<file path="src/hdl/pfi_pkg.sv">
`default_nettype none

package pfi_pkg;

    localparam int MAX_FACTOR         = 8;
    localparam int MAX_TAPS_PER_PHASE = 16;
    localparam int COEF_DEPTH         = MAX_FACTOR * MAX_TAPS_PER_PHASE;
    localparam int COEF_AW            = (COEF_DEPTH > 1) ? $clog2(COEF_DEPTH) : 1;
    localparam int PH_W               = (MAX_FACTOR > 1) ? $clog2(MAX_FACTOR) : 1;
    localparam int TAP_W              = (MAX_TAPS_PER_PHASE > 1) ?
                                        $clog2(MAX_TAPS_PER_PHASE) : 1;

    localparam int SMP_W   = 16;
    localparam int Q_FRAC  = 15;
    localparam int PROD_W  = 2 * SMP_W;
    localparam int ACC_W   = PROD_W + TAP_W + 1;

    localparam int FACTOR_W     = 4;
    localparam int TAPS_W       = 5;
    localparam int CFG_DATA_W   = 5;
    localparam int CFG_IDX_W    = 1;
    localparam int FACTOR_RESET = 1;
    localparam int TAPS_RESET   = 16;

    localparam logic [CFG_IDX_W-1:0] REG_INTERP_FACTOR  = 1'd0;
    localparam logic [CFG_IDX_W-1:0] REG_TAPS_PER_PHASE = 1'd1;

    localparam logic [1:0] FUNC_SAMPLE = 2'd0;
    localparam logic [1:0] FUNC_COEF   = 2'd1;
    localparam logic [1:0] FUNC_CLEAR  = 2'd2;

    localparam logic [1:0] CMD_SAMPLE = 2'd0;
    localparam logic [1:0] CMD_COEF   = 2'd1;
    localparam logic [1:0] CMD_CLEAR  = 2'd2;

    localparam int QUEUE_DEPTH = 2;
    localparam int QPTR_W      = (QUEUE_DEPTH > 1) ? $clog2(QUEUE_DEPTH) : 1;

    typedef logic [COEF_AW-1:0]       t_caddr;
    typedef logic [PH_W-1:0]          t_ph;
    typedef logic [TAP_W-1:0]         t_tap;
    typedef logic signed [SMP_W-1:0]  t_smp;
    typedef logic signed [PROD_W-1:0] t_prod;
    typedef logic signed [ACC_W-1:0]  t_acc;
    typedef logic [QPTR_W-1:0]        t_qptr;
    typedef logic [QPTR_W:0]          t_qcnt;

    typedef struct packed {
        logic [1:0]        func;
        logic signed [15:0] sample;
        logic [6:0]        coef_index;
        logic signed [15:0] coef_value;
    } t_in;

    typedef struct packed {
        logic signed [15:0] result;
        logic [2:0]        phase;
        logic              last;
    } t_out;

    typedef struct packed {
        logic [1:0] kind;
        t_smp       value;
        t_caddr     index;
    } t_cmd;

    typedef struct packed {
        t_ph  l_m1;
        t_tap p_m1;
    } t_cfg;

    typedef struct packed {
        logic   we;
        t_caddr waddr;
        t_smp   wdata;
        logic   re;
        t_caddr raddr;
    } t_ram_req;

endpackage

`default_nettype wire

</file>
<file path="src/hdl/pfi_ram.sv">
`default_nettype none

module pfi_ram #(
    parameter int WIDTH = 16,
    parameter int DEPTH = 128
) (
    input  wire logic                             i_clk,
    input  wire logic                             i_we,
    input  wire logic [$clog2(DEPTH)-1:0]         i_waddr,
    input  wire logic [WIDTH-1:0]                 i_wdata,
    input  wire logic                             i_re,
    input  wire logic [$clog2(DEPTH)-1:0]         i_raddr,
    output      logic [WIDTH-1:0]                 o_rdata
);

    logic [WIDTH-1:0] r_mem [DEPTH];
    logic [WIDTH-1:0] r_rdata;

    always_ff @(posedge i_clk) begin
        if (i_we) begin
            r_mem[i_waddr] <= i_wdata;
        end
        if (i_re) begin
            r_rdata <= r_mem[i_raddr];
        end
    end

    assign o_rdata = r_rdata;

endmodule

`default_nettype wire

</file>
<file path="src/hdl/pfi_front.sv">
`default_nettype none

module pfi_front (
    input  wire logic          i_clk,
    input  wire logic          i_rst_n,
    input  wire logic          i_valid,
    output      logic          o_stall,
    input  wire pfi_pkg::t_in  i_data,
    output      logic          o_q_valid,
    output      pfi_pkg::t_cmd o_q_cmd,
    input  wire logic          i_q_pop
);

    pfi_pkg::t_cmd  r_mem [pfi_pkg::QUEUE_DEPTH];
    pfi_pkg::t_qptr r_wptr;
    pfi_pkg::t_qptr r_rptr;
    pfi_pkg::t_qcnt r_count;

    logic          full;
    logic          accept;
    logic          keep;
    logic          push;
    logic          pop;
    pfi_pkg::t_cmd cmd;

    assign full   = (r_count == pfi_pkg::t_qcnt'(pfi_pkg::QUEUE_DEPTH));
    assign accept = i_valid && !full;
    assign pop    = i_q_pop && (r_count != '0);

    // Classify the transaction; drop unused codes and out-of-store indexes.
    always_comb begin
        cmd.value = i_data.sample;
        cmd.index = pfi_pkg::t_caddr'(i_data.coef_index);
        cmd.kind  = pfi_pkg::CMD_SAMPLE;
        keep      = 1'b0;
        unique case (i_data.func)
            pfi_pkg::FUNC_SAMPLE: begin
                cmd.kind = pfi_pkg::CMD_SAMPLE;
                keep     = 1'b1;
            end
            pfi_pkg::FUNC_COEF: begin
                cmd.kind  = pfi_pkg::CMD_COEF;
                cmd.value = i_data.coef_value;
                keep      = (32'(i_data.coef_index) < pfi_pkg::COEF_DEPTH);
            end
            pfi_pkg::FUNC_CLEAR: begin
                cmd.kind = pfi_pkg::CMD_CLEAR;
                keep     = 1'b1;
            end
            default: begin
                keep = 1'b0;
            end
        endcase
    end

    assign push = accept && keep;

    always_ff @(posedge i_clk) begin
        if (!i_rst_n) begin
            r_wptr  <= '0;
            r_rptr  <= '0;
            r_count <= '0;
        end else begin
            if (push) begin
                r_wptr <= r_wptr + pfi_pkg::t_qptr'(1);
            end
            if (pop) begin
                r_rptr <= r_rptr + pfi_pkg::t_qptr'(1);
            end
            if (push && !pop) begin
                r_count <= r_count + pfi_pkg::t_qcnt'(1);
            end else if (pop && !push) begin
                r_count <= r_count - pfi_pkg::t_qcnt'(1);
            end
        end
    end

    always_ff @(posedge i_clk) begin
        if (push) begin
            r_mem[r_wptr] <= cmd;
        end
    end

    assign o_stall   = full;
    assign o_q_valid = (r_count != '0);
    assign o_q_cmd   = r_mem[r_rptr];

endmodule

`default_nettype wire

</file>
<file path="src/hdl/pfi_back.sv">
`default_nettype none

module pfi_back (
    input  wire logic              i_clk,
    input  wire logic              i_rst_n,
    input  wire pfi_pkg::t_cfg     i_cfg,
    input  wire logic              i_q_valid,
    input  wire pfi_pkg::t_cmd     i_q_cmd,
    output      logic              o_q_pop,
    output      pfi_pkg::t_ram_req o_ram,
    input  wire pfi_pkg::t_smp     i_ram_rdata,
    output      logic              o_valid,
    input  wire logic              i_stall,
    output      pfi_pkg::t_out     o_data
);

    localparam logic ST_IDLE = 1'b0;
    localparam logic ST_RUN  = 1'b1;

    typedef logic signed [pfi_pkg::ACC_W:0] t_accx;

    typedef struct packed {
        logic        first;
        logic        last;
        pfi_pkg::t_ph ph;
        logic        last_ph;
    } t_tag;

    function automatic pfi_pkg::t_smp f_round_sat(input pfi_pkg::t_acc a);
        t_accx v;
        t_accx lim;
        pfi_pkg::t_smp res;
        v   = t_accx'(a) + (t_accx'(1) <<< (pfi_pkg::Q_FRAC - 1));
        lim = t_accx'(1) <<< (2 * pfi_pkg::Q_FRAC);
        if (v >= lim) begin
            res = {1'b0, {(pfi_pkg::SMP_W-1){1'b1}}};
        end else if (v < -lim) begin
            res = {1'b1, {(pfi_pkg::SMP_W-1){1'b0}}};
        end else begin
            res = pfi_pkg::t_smp'(v >>> pfi_pkg::Q_FRAC);
        end
        return res;
    endfunction

    logic                         r_state;
    pfi_pkg::t_smp                r_dl [pfi_pkg::MAX_TAPS_PER_PHASE];
    pfi_pkg::t_tap                r_wp;
    pfi_pkg::t_tap                r_newest;
    pfi_pkg::t_tap                r_pos;
    pfi_pkg::t_tap                r_k;
    pfi_pkg::t_ph                 r_ph;
    pfi_pkg::t_caddr              r_addr;
    logic [pfi_pkg::COEF_DEPTH-1:0] r_cvalid;

    logic          r_s1_valid;
    t_tag          r_s1_tag;
    pfi_pkg::t_smp r_s1_smp;
    logic          r_s1_cv;
    logic          r_s2_valid;
    t_tag          r_s2_tag;
    pfi_pkg::t_prod r_prod;
    pfi_pkg::t_acc r_acc;
    logic          r_s3_valid;
    pfi_pkg::t_ph  r_s3_ph;
    logic          r_s3_last;
    logic          r_o_valid;
    pfi_pkg::t_out r_o_data;

    logic          en;
    logic          pop;
    logic          issue;
    pfi_pkg::t_tap wp_fix;
    pfi_pkg::t_tap n_wp;
    pfi_pkg::t_smp coef;
    t_tag          tag;

    // Freeze the whole MAC pipe only while a finished result is held off.
    assign en     = !(r_o_valid && i_stall);
    assign pop    = (r_state == ST_IDLE) && i_q_valid;
    assign issue  = (r_state == ST_RUN) && en;
    assign wp_fix = (r_wp > i_cfg.p_m1) ? '0 : r_wp;
    assign n_wp   = (wp_fix == i_cfg.p_m1) ? '0 : wp_fix + pfi_pkg::t_tap'(1);
    assign coef   = r_s1_cv ? i_ram_rdata : '0;

    always_comb begin
        tag.first   = (r_k == '0);
        tag.last    = (r_k == i_cfg.p_m1);
        tag.ph      = r_ph;
        tag.last_ph = (r_ph == i_cfg.l_m1);
    end

    always_comb begin
        o_ram.we    = pop && (i_q_cmd.kind == pfi_pkg::CMD_COEF);
        o_ram.waddr = i_q_cmd.index;
        o_ram.wdata = i_q_cmd.value;
        o_ram.re    = issue;
        o_ram.raddr = r_addr;
    end

    always_ff @(posedge i_clk) begin
        if (!i_rst_n) begin
            r_state    <= ST_IDLE;
            r_wp       <= '0;
            r_cvalid   <= '0;
            r_s1_valid <= 1'b0;
            r_s2_valid <= 1'b0;
            r_s3_valid <= 1'b0;
            r_o_valid  <= 1'b0;
            for (int i = 0; i < pfi_pkg::MAX_TAPS_PER_PHASE; i++) begin
                r_dl[i] <= '0;
            end
        end else begin
            // Output register is empty or being drained whenever the pipe advances.
            if (en) begin
                r_o_valid <= r_s3_valid;
            end

            if (pop) begin
                unique case (i_q_cmd.kind)
                    pfi_pkg::CMD_SAMPLE: begin
                        r_dl[wp_fix] <= i_q_cmd.value;
                        r_wp         <= n_wp;
                        r_state      <= ST_RUN;
                    end
                    pfi_pkg::CMD_COEF: begin
                        r_cvalid[i_q_cmd.index] <= 1'b1;
                    end
                    pfi_pkg::CMD_CLEAR: begin
                        r_wp <= '0;
                        for (int i = 0; i < pfi_pkg::MAX_TAPS_PER_PHASE; i++) begin
                            r_dl[i] <= '0;
                        end
                    end
                    default: begin
                    end
                endcase
            end

            if (issue && tag.last && tag.last_ph) begin
                r_state <= ST_IDLE;
            end

            if (en) begin
                r_s1_valid <= issue;
                r_s2_valid <= r_s1_valid;
                r_s3_valid <= r_s2_valid && r_s2_tag.last;
            end
        end
    end

    // Sequencer counters and pipeline payload.
    always_ff @(posedge i_clk) begin
        if (pop) begin
            r_newest <= wp_fix;
            r_pos    <= wp_fix;
            r_k      <= '0;
            r_ph     <= '0;
            r_addr   <= '0;
        end else if (issue) begin
            if (tag.last) begin
                r_k    <= '0;
                r_pos  <= r_newest;
                r_ph   <= r_ph + pfi_pkg::t_ph'(1);
                r_addr <= pfi_pkg::t_caddr'(r_ph) + pfi_pkg::t_caddr'(1);
            end else begin
                r_k    <= r_k + pfi_pkg::t_tap'(1);
                r_pos  <= (r_pos == '0) ? i_cfg.p_m1 : r_pos - pfi_pkg::t_tap'(1);
                r_addr <= r_addr + pfi_pkg::t_caddr'(i_cfg.l_m1) + pfi_pkg::t_caddr'(1);
            end
        end

        if (en) begin
            r_s1_tag <= tag;
            r_s1_smp <= r_dl[r_pos];
            r_s1_cv  <= r_cvalid[r_addr];
            r_s2_tag <= r_s1_tag;
            r_prod   <= coef * r_s1_smp;
            if (r_s2_valid) begin
                r_acc <= r_s2_tag.first ? pfi_pkg::t_acc'(r_prod)
                                        : r_acc + pfi_pkg::t_acc'(r_prod);
            end
            r_s3_ph   <= r_s2_tag.ph;
            r_s3_last <= r_s2_tag.last_ph;
            if (r_s3_valid) begin
                r_o_data.result <= f_round_sat(r_acc);
                r_o_data.phase  <= 3'(r_s3_ph);
                r_o_data.last   <= r_s3_last;
            end
        end
    end

    assign o_q_pop = pop;
    assign o_valid = r_o_valid;
    assign o_data  = r_o_data;

    a_issue_feeds_pipe: assert property (@(posedge i_clk) disable iff (!i_rst_n)
        (r_state == ST_RUN) && en |=> r_s1_valid)
        else $error("issued tap did not enter the MAC pipe");

    a_pipe_holds: assert property (@(posedge i_clk) disable iff (!i_rst_n)
        !en && r_s2_valid |=> r_s2_valid && $stable(r_prod))
        else $error("MAC pipe moved while output was held");

    a_result_source: assert property (@(posedge i_clk) disable iff (!i_rst_n)
        $rose(r_o_valid) |-> $past(r_s3_valid))
        else $error("result appeared without a finished sum");

endmodule

`default_nettype wire

</file>
<file path="src/hdl/polyphase_fir_interpolator.sv">
// Sample transaction in the back end: a pop, then one coefficient read and MAC
// per tap of each of the L phases on the single shared multiplier.
// First result of a sample shows once the taps of phase 0 pass the read, product, accumulator and output registers.
// Coefficient and clear transactions take only the pop in the back end; a two-entry queue
// lets the front accept while the back end works.
// Synchronous active-low reset: delay line and pointer zero, coefficients read
// as zero until written, factor 1, taps per phase 16.
`default_nettype none

module polyphase_fir_interpolator (
    input  wire logic                               i_clk,
    input  wire logic                               i_rst_n,
    input  wire logic                               i_cfg_we,
    input  wire logic [pfi_pkg::CFG_IDX_W-1:0]      i_cfg_idx,
    input  wire logic [pfi_pkg::CFG_DATA_W-1:0]     i_cfg_data,
    input  wire logic                               i_in_valid,
    output      logic                               o_in_stall,
    input  wire pfi_pkg::t_in                       i_in_data,
    output      logic                               o_out_valid,
    input  wire logic                               i_out_stall,
    output      pfi_pkg::t_out                      o_out_data
);

    logic [pfi_pkg::FACTOR_W-1:0] r_factor;
    logic [pfi_pkg::TAPS_W-1:0]   r_taps;
    pfi_pkg::t_cfg                cfg;

    logic              q_valid;
    pfi_pkg::t_cmd     q_cmd;
    logic              q_pop;
    pfi_pkg::t_ram_req ram_req;
    pfi_pkg::t_smp     ram_rdata;

    always_ff @(posedge i_clk) begin
        if (!i_rst_n) begin
            r_factor <= pfi_pkg::FACTOR_W'(pfi_pkg::FACTOR_RESET);
            r_taps   <= pfi_pkg::TAPS_W'(pfi_pkg::TAPS_RESET);
        end else if (i_cfg_we) begin
            unique case (i_cfg_idx)
                pfi_pkg::REG_INTERP_FACTOR: begin
                    r_factor <= i_cfg_data[pfi_pkg::FACTOR_W-1:0];
                end
                pfi_pkg::REG_TAPS_PER_PHASE: begin
                    r_taps <= i_cfg_data[pfi_pkg::TAPS_W-1:0];
                end
                default: begin
                end
            endcase
        end
    end

    // Clamp zero up to one and large values down to the maximum; carry value-1.
    always_comb begin
        if (r_factor == '0) begin
            cfg.l_m1 = '0;
        end else if (32'(r_factor) > pfi_pkg::MAX_FACTOR) begin
            cfg.l_m1 = pfi_pkg::t_ph'(pfi_pkg::MAX_FACTOR - 1);
        end else begin
            cfg.l_m1 = pfi_pkg::t_ph'(r_factor - pfi_pkg::FACTOR_W'(1));
        end
        if (r_taps == '0) begin
            cfg.p_m1 = '0;
        end else if (32'(r_taps) > pfi_pkg::MAX_TAPS_PER_PHASE) begin
            cfg.p_m1 = pfi_pkg::t_tap'(pfi_pkg::MAX_TAPS_PER_PHASE - 1);
        end else begin
            cfg.p_m1 = pfi_pkg::t_tap'(r_taps - pfi_pkg::TAPS_W'(1));
        end
    end

    pfi_front u_front (
        .i_clk     (i_clk),
        .i_rst_n   (i_rst_n),
        .i_valid   (i_in_valid),
        .o_stall   (o_in_stall),
        .i_data    (i_in_data),
        .o_q_valid (q_valid),
        .o_q_cmd   (q_cmd),
        .i_q_pop   (q_pop)
    );

    pfi_ram #(
        .WIDTH (pfi_pkg::SMP_W),
        .DEPTH (pfi_pkg::COEF_DEPTH)
    ) u_coef_ram (
        .i_clk   (i_clk),
        .i_we    (ram_req.we),
        .i_waddr (ram_req.waddr),
        .i_wdata (ram_req.wdata),
        .i_re    (ram_req.re),
        .i_raddr (ram_req.raddr),
        .o_rdata (ram_rdata)
    );

    pfi_back u_back (
        .i_clk       (i_clk),
        .i_rst_n     (i_rst_n),
        .i_cfg       (cfg),
        .i_q_valid   (q_valid),
        .i_q_cmd     (q_cmd),
        .o_q_pop     (q_pop),
        .o_ram       (ram_req),
        .i_ram_rdata (ram_rdata),
        .o_valid     (o_out_valid),
        .i_stall     (i_out_stall),
        .o_data      (o_out_data)
    );

endmodule

`default_nettype wire
</file>
<file path="config.mk">
export PLATFORM = sky130hd
export DESIGN_NAME = polyphase_fir_interpolator
export DESIGN_NICKNAME = d
export VERILOG_FILES = /design/src/hdl/pfi_pkg.sv /design/src/hdl/pfi_ram.sv /design/src/hdl/pfi_front.sv /design/src/hdl/pfi_back.sv /design/src/hdl/polyphase_fir_interpolator.sv
export SDC_FILE = /design/constraint.sdc
export NUM_CORES = 2
export LEC_CHECK = 0
export BUFFER_PORTS_ARGS = -buffer_cell sky130_fd_sc_hd__buf_4
export CORE_MARGIN = 2
export CORE_UTILIZATION = 30
export DETAILED_ROUTE_END_ITERATION = 8
export PLACE_DENSITY = 0.46
export SYNTH_ARGS = -nofsm -noshare
export SYNTH_HDL_FRONTEND = slang
export SYNTH_SLANG_ARGS = --single-unit
</file>
<file path="constraint.sdc">
create_clock -name i_clk -period 15.15 [get_ports i_clk]
set_input_delay 2.2725 -clock i_clk [delete_from_list [all_inputs] [get_ports i_clk]]
set_output_delay 2.2725 -clock i_clk [all_outputs]
set_load 0.05 [all_outputs]
</file>
## Word level (Yosys, flattened, before mapping)

Memories as Yosys holds them, arrays and structs flattened. A register that Yosys moved wholly into a read port is not among the register bits.
Cells that the tools add are included.

| word-level totals | value |
|---|---|
| input bits | 52 |
| word-level logic and storage cells | 187 |
| register bits after elaboration | 278 |
| memories | 3 |
| bits in writable memories | 2354 |
| output and inout bits | 22 |

| operators by class | value |
|---|---|
| bitwise gates (word level) | 21 |
| equality and inequality tests | 8 |
| mux-type cells | 59 |
| magnitude comparators | 8 |
| add/subtract/negate cells | 15 |
| $mul | 1 |
| reduce and logical (&&, ||, !) cells | 39 |

Memories:

| name | words | width | read ports | clocked after Yosys merged registers in | wr ports | line | RTL |
|---|---|---|---|---|---|---|---|
| u_coef_ram.r_mem | 128 | 16 | 1 | 1 | 1 | pfi_ram.sv:16 | `logic [WIDTH-1:0] r_mem [DEPTH];` |
| u_back.r_dl | 16 | 16 | 1 | 1 | 16 | pfi_back.sv:46 | `pfi_pkg::t_smp r_dl [pfi_pkg::MAX_TAPS_PER_PHASE];` |
| u_front.r_mem | 2 | 25 | 1 | 1 | 1 | pfi_front.sv:14 | `pfi_pkg::t_cmd r_mem [pfi_pkg::QUEUE_DEPTH];` |

Operators with widths:

| operator | number |
|---|---|
| 16-bit 2-to-1 mux | 20 |
| 128-bit bitwise OR | 1 |
| 4-bit 2-to-1 mux | 10 |
| 37-bit by 16-bit adder with 38-bit output (second input constant) | 1 |
| 38-bit by 32-bit greater-or-equal comparator with 1-bit output (second input constant) | 1 |
| 38-bit by 31-bit less-than comparator with 1-bit output (second input constant) | 1 |
| 37-bit by 32-bit adder with 37-bit output | 1 |
| 37-bit 2-to-1 mux | 1 |
| 16-bit by 16-bit multiplier with 32-bit output | 1 |
| 1-bit 2-to-1 mux | 19 |
| 7-bit by 8-bit less-than comparator with 1-bit output (second input constant) | 2 |
| 1-bit bitwise OR | 16 |
| 2-bit AND reduction | 8 |
| 16-bit OR reduction | 1 |
| 1-bit logical AND | 13 |
| 4-bit logical NOT | 3 |
| 4-bit by 1-bit adder with 4-bit output (second input constant) | 2 |
| 4-bit equality test | 2 |
| 4-bit one-hot mux with 2 select lines | 1 |
| 2-bit nonzero test | 4 |
| 4-bit by 1-bit subtractor with 4-bit output (second input constant) | 2 |
| 7-bit by 1-bit adder with 7-bit output (second input constant) | 1 |
| 7-bit by 3-bit adder with 7-bit output | 1 |
| 1-bit binary-select mux with 7-bit select | 1 |
| other kinds (24) | 38 |

## Depth between registers and ports, before layout

| depth | value |
|---|---|
| word-level depth | 8 |
| mapped depth | 26 |
| mapped depth without buffers | 23 |

## Hierarchy

From an unflattened synthesis, not the netlist that was laid out.

| second synthesis, totals | value |
|---|---|
| cell total of the unflattened synthesis | 6389 |
| area total of the unflattened synthesis | 116770.7 um^2 |

By module, submodules not included:

| module | area an instance (um^2) | cells each | instances |
|---|---|---|---|
| pfi_ram | 78683.0 | 3086 | 1 |
| pfi_back | 35283.8 | 3117 | 1 |
| pfi_front | 2293.4 | 123 | 1 |
| polyphase_fir_interpolator | 510.5 | 63 | 1 |

## Worst setup path after synthesis

No wires, ideal clock.

| path | value |
|---|---|
| path kind | register -> register |
| start point | register u_back.r_s1_cv |
| end point | register u_back.r_prod[31] (data pin) |
| setup time | 275 ps |
| arrival time | 6438 ps |
| cell stages (with the launch flop) | 25 |
| path slack | 8437 ps |
| cells stage by stage | edfxtp_1 clkbuf_1 clkbuf_1 and2_1 clkbuf_1 nand2_1 fa_1 fa_1 inv_1 fa_1 inv_1 fa_1 fa_1 fa_1 inv_1 ha_1 and3_1 a31oi_1 o21ai_0 a31oi_1 o21ai_0 a311oi_1 o21ai_0 nor4_1 a311oi_1 |

| between the ends | value |
|---|---|
| longest elaborated chain between the ends | 2 |

Ends and longest elaborated chain:

| item | line | RTL |
|---|---|---|
| start, declared | pfi_back.sv:58 | `logic r_s1_cv;` |
| start signal, assigned | pfi_back.sv:175 | `r_s1_cv <= r_cvalid[r_addr];` |
| 16-bit 2-to-1 mux | pfi_back.sv:83 | `assign coef = r_s1_cv ? i_ram_rdata : '0;` |
| 16-bit by 16-bit multiplier with 32-bit output | pfi_back.sv:177 | `r_prod <= coef * r_s1_smp;` |
| end signal, assigned | pfi_back.sv:177 |  |
| end, declared | pfi_back.sv:61 | `pfi_pkg::t_prod r_prod;` |

Every way passes these cells.
A chain may end at the register's enable or synchronous reset.

## Worst setup path in the final report

Same ends and word-level chain as after synthesis.

==> results.cfg <==
[logic_synthesis]
synth_area_mm2 = 0.115
syn_inst = 6370
synth_flop_cell = edfxtp_1
syn_nets = 6824
synth-edff-count = 2500
async_reset_ff_frac = 0
yosys_warnings = 0
ys_ff_latch = 2665
ys_seq_area_frac = 0.679
syn_avg_cell_area_um2 = 18.1
synth_cell_types = 78

[sta]
setup_viol = 0
finalCriticalPeriod_ns = 8.09
maxSlewViolCount = 0
relSlewSlack = 0.193
fmax_ghz = 0.124
hold_violations = 0
tightest_slew_ns = 1.21
fin_skew_ns = 0.0818
fin_ws_ns = 7.06
fin_crit_sh = 0.534
setup-tns-final_ns = 0
rsz0062_at_grt = false

[global_routing]
globalRouteMet1Util = 0.223
grt_pass1_vias = 61437
grt_usage = 0.160
antenna_found_initial = 10
gr-usage-met2 = 0.266
grt_busiest_layer = met2
grt_max_degree = 147
gr-total-overflow = 0
grt_pass1_wl_um = 454000
grt_use_met3 = 0.0195

[floorplan]
die_area_mm2 = 0.390
initial_utilization = 0.302
chipHeight_um = 624
ios = 74
chipWidth_um = 624
rows = 227
core-area_mm2 = 0.383

[power]
vdd_ir_drop_max_mv = 0.116
clock_power_share = 0.335
power_frac_seq = 0.440
p_comb_frac = 0.224
netSwitchingPower_mw = 6.12
static-leakage-power_nw = 43.9
intPower_mw = 14.5
p_total_mw = 20.6
p_per_area_mw_per_mm2 = 156
switching_share = 0.297

[outcome]
outcome = finished clean

[cts]
cts_tree = built
cts_buffers = 289
clkTransAtPathRegs_ns = 0.06
clkLatencyLatePin_ns = 0.91
htree_levels = 5
clock_sinks = 2665
clk_path_buf_depth = 4
cts_hold_buf = 0
clockRootBuffer = clkbuf_16
cts_repair_resize_count = 0
cts_setup_buffers = 0

[setup_path]
crit_required_ns = 15.71
crit_chain = buf_4, and2_1, nand2_1, fa_1, fa_1, inv_1, fa_1, inv_1, fa_1, fa_1, fa_1, inv_1, ha_1, and3_1, a31oi_1, o21ai_0, a31oi_1, o21ai_0, a311oi_1, o21ai_0, nor4_1, a311oi_1
worstSetupPathType = register to register
crit_path_start_kind = register
cp-end-kind = register
cp_top_family = adder cells
cp_max_fo = 146
slowest_delay_ns = 0.81
cp_common_cell = fa_1
path_buf_inv = 4
crit_arrival_ns = 8.65
crit_slowest_cell = buf_4

[detailed_routing]
first_pass_iters = 5
route.detailed.drc = 0
avgRoutedWirePerCell_um = 26.5
initialDrtViolationCount = 5140
vias = 58852
postRouteAntennaNets = 0
avgViaCountPerCell = 4.96
wirelength_um = 315000

[placement]
place.gp.congestion = 0.793
dpl.hpwl_um = 191000
io_buffers = 73
placed_cell_area_mm2 = 0.123
post-place-ws_ns = 7.08

[layout]
multi_input_area_mm2 = 0.0349
fin_util = 0.346
nFillCells = 35897
nets = 7040
final_area_mm2 = 0.132
mostFrequentLayoutCells = edfxtp_1 (2500), mux4_2 (740), nor2_1 (361)
area_growth_pct = 14.6
register_area_mm2 = 0.0784
layout_commonest_cell = edfxtp_1
layout-drive-gt1-share = 0.239

[run]
cap_violations = 0

[min_path]
hold_class = register to register
registers in the layout (all words and copies together) (netlist names), 3 cells and up, named ones only:
signal              cells
u_back.r_s1_smp        16
u_back.r_addr           7
u_back.r_s2_tag         6
u_back.r_k              4
u_coef_ram.r_mem     2048
u_back.o_data          20
u_coef_ram.o_rdata     16
u_front.r_mem          50
u_back.r_wp             4
u_back.r_pos            4
u_back.r_newest         4
u_back.r_acc           37
u_back.r_dl           256
r_taps                  5
u_back.r_s3_ph          3
u_back.r_s1_tag         6
r_factor                4
u_back.r_cvalid       128
u_back.r_prod          32
u_back.r_ph             3
worst reg2reg max path, cell delays in order (launching register included):
cell and delay, ns:
edfxtp_1 0.32, buf_4 0.81, and2_1 0.50, nand2_1 0.14, fa_1 0.58, fa_1 0.55
inv_1 0.05, fa_1 0.51, inv_1 0.06, fa_1 0.55, fa_1 0.44, fa_1 0.50
inv_1 0.04, ha_1 0.34, and3_1 0.23, a31oi_1 0.16, o21ai_0 0.11, a31oi_1 0.38
o21ai_0 0.33, a311oi_1 0.54, o21ai_0 0.28, nor4_1 0.28, a311oi_1 0.09
logic make-up (layout without fill, tap and decap cells):
kind of cell / after synthesis / count (layout) / synth area share
simple gates: 1100 / 1100 / 0.0425
fa+ha+maj: 404 / 404 / 0.0609
compound gates: 528 / 528 / 0.0303
flops: 2665 / 2665 / 0.679
buf+inv: 704 / 1151 / 0.0236
mux: 875 / 875 / 0.156
other cells: 0 / 2 / 0
xor+xnor: 94 / 94 / 0.00713
routing by layer:
| layer | share of wire | wire (µm) | vias up |
|---|---|---|---|
| met3 | 0.042 | 13200 | 401 |
| li1 | - | - | 25271 |
| met5 | 0.000041 | 13 | - |
| met1 | 0.45 | 140000 | 31826 |
| met2 | 0.49 | 154000 | 1352 |
| met4 | 0.022 | 7010 | 2 |
stage by stage:
step / hold WS [ns] / std cells
3_3_place_gp: 0.408 / 11333
4_1_cts: 0.423 / 11855
5_1_grt: 0.435 / 11857
2_1_floorplan: 0.400 / 6370
3_5_place_dp: 0.411 / 11333
6_report: 0.418 / 11857
cell type report:
class                           count  share of cell area
Sequential cell                  2665               0.593
Multi-Input combinational cell   3001               0.264
Clock buffer                      392              0.0606
Tap cell                         5038              0.0477
Timing Repair Buffer              256              0.0155
Inverter                          373              0.0109
Clock inverter                    130             0.00882
Antenna cell                        2           0.0000378
final timing paths:
path,start,end,slack [ns],cells after the start
worst min-delay path,u_back.r_s1_tag[3]$_DFFE_PN_,u_back.r_s2_tag[3]$_DFFE_PN_,0.42,0
worst max register to register,u_back.r_s1_cv$_DFFE_PN_,u_back.r_prod[31]$_DFFE_PN_,7.06,22
worst min register to register,u_back.r_s1_tag[3]$_DFFE_PN_,u_back.r_s2_tag[3]$_DFFE_PN_,0.42,0
worst max-delay path,u_back.r_s1_cv$_DFFE_PN_,u_back.r_prod[31]$_DFFE_PN_,7.06,22
Yosys cell counts (13+ instances only):
cell type     n  area [µm²]
edfxtp_1   2500       75100
mux4_2      740       16700
nor2_1      487        1830
inv_1       371        1390
nand2_1     296        1110
fa_1        264        5290
clkbuf_1    242         908
dfxtp_1     165        3300
and3_1      139         870
ha_1        138        1730
o21a_1      135        1010
o21ai_0     116         581
a21oi_1     106         531
mux2i_1      99         991
buf_2        63         315
xnor2_1      60         526
nand3_1      46         230
mux2_2       36         405
xor2_1       34         298
a21o_1       32         240
buf_1        25        93.8
and2_1       22         138
nand2b_1     21         131
nor3_1       20         100
a22oi_1      17         128
a221oi_1     16         140
nor2b_1      16         100
nand4_1      13        81.3
power by group through the flow:
stage	Sequential [mW]	Clock, mW	Combinational (mW)
2_1_floorplan	9.05	0	3.02
3_5_place_dp	9.23	0	4.75
5_1_grt	9.11	7.37	4.99
4_1_cts	9.08	7.10	4.76
6_report	9.08	6.92	4.63
3_3_place_gp	9.23	0	4.70
(Power assumes the default switching activity.)
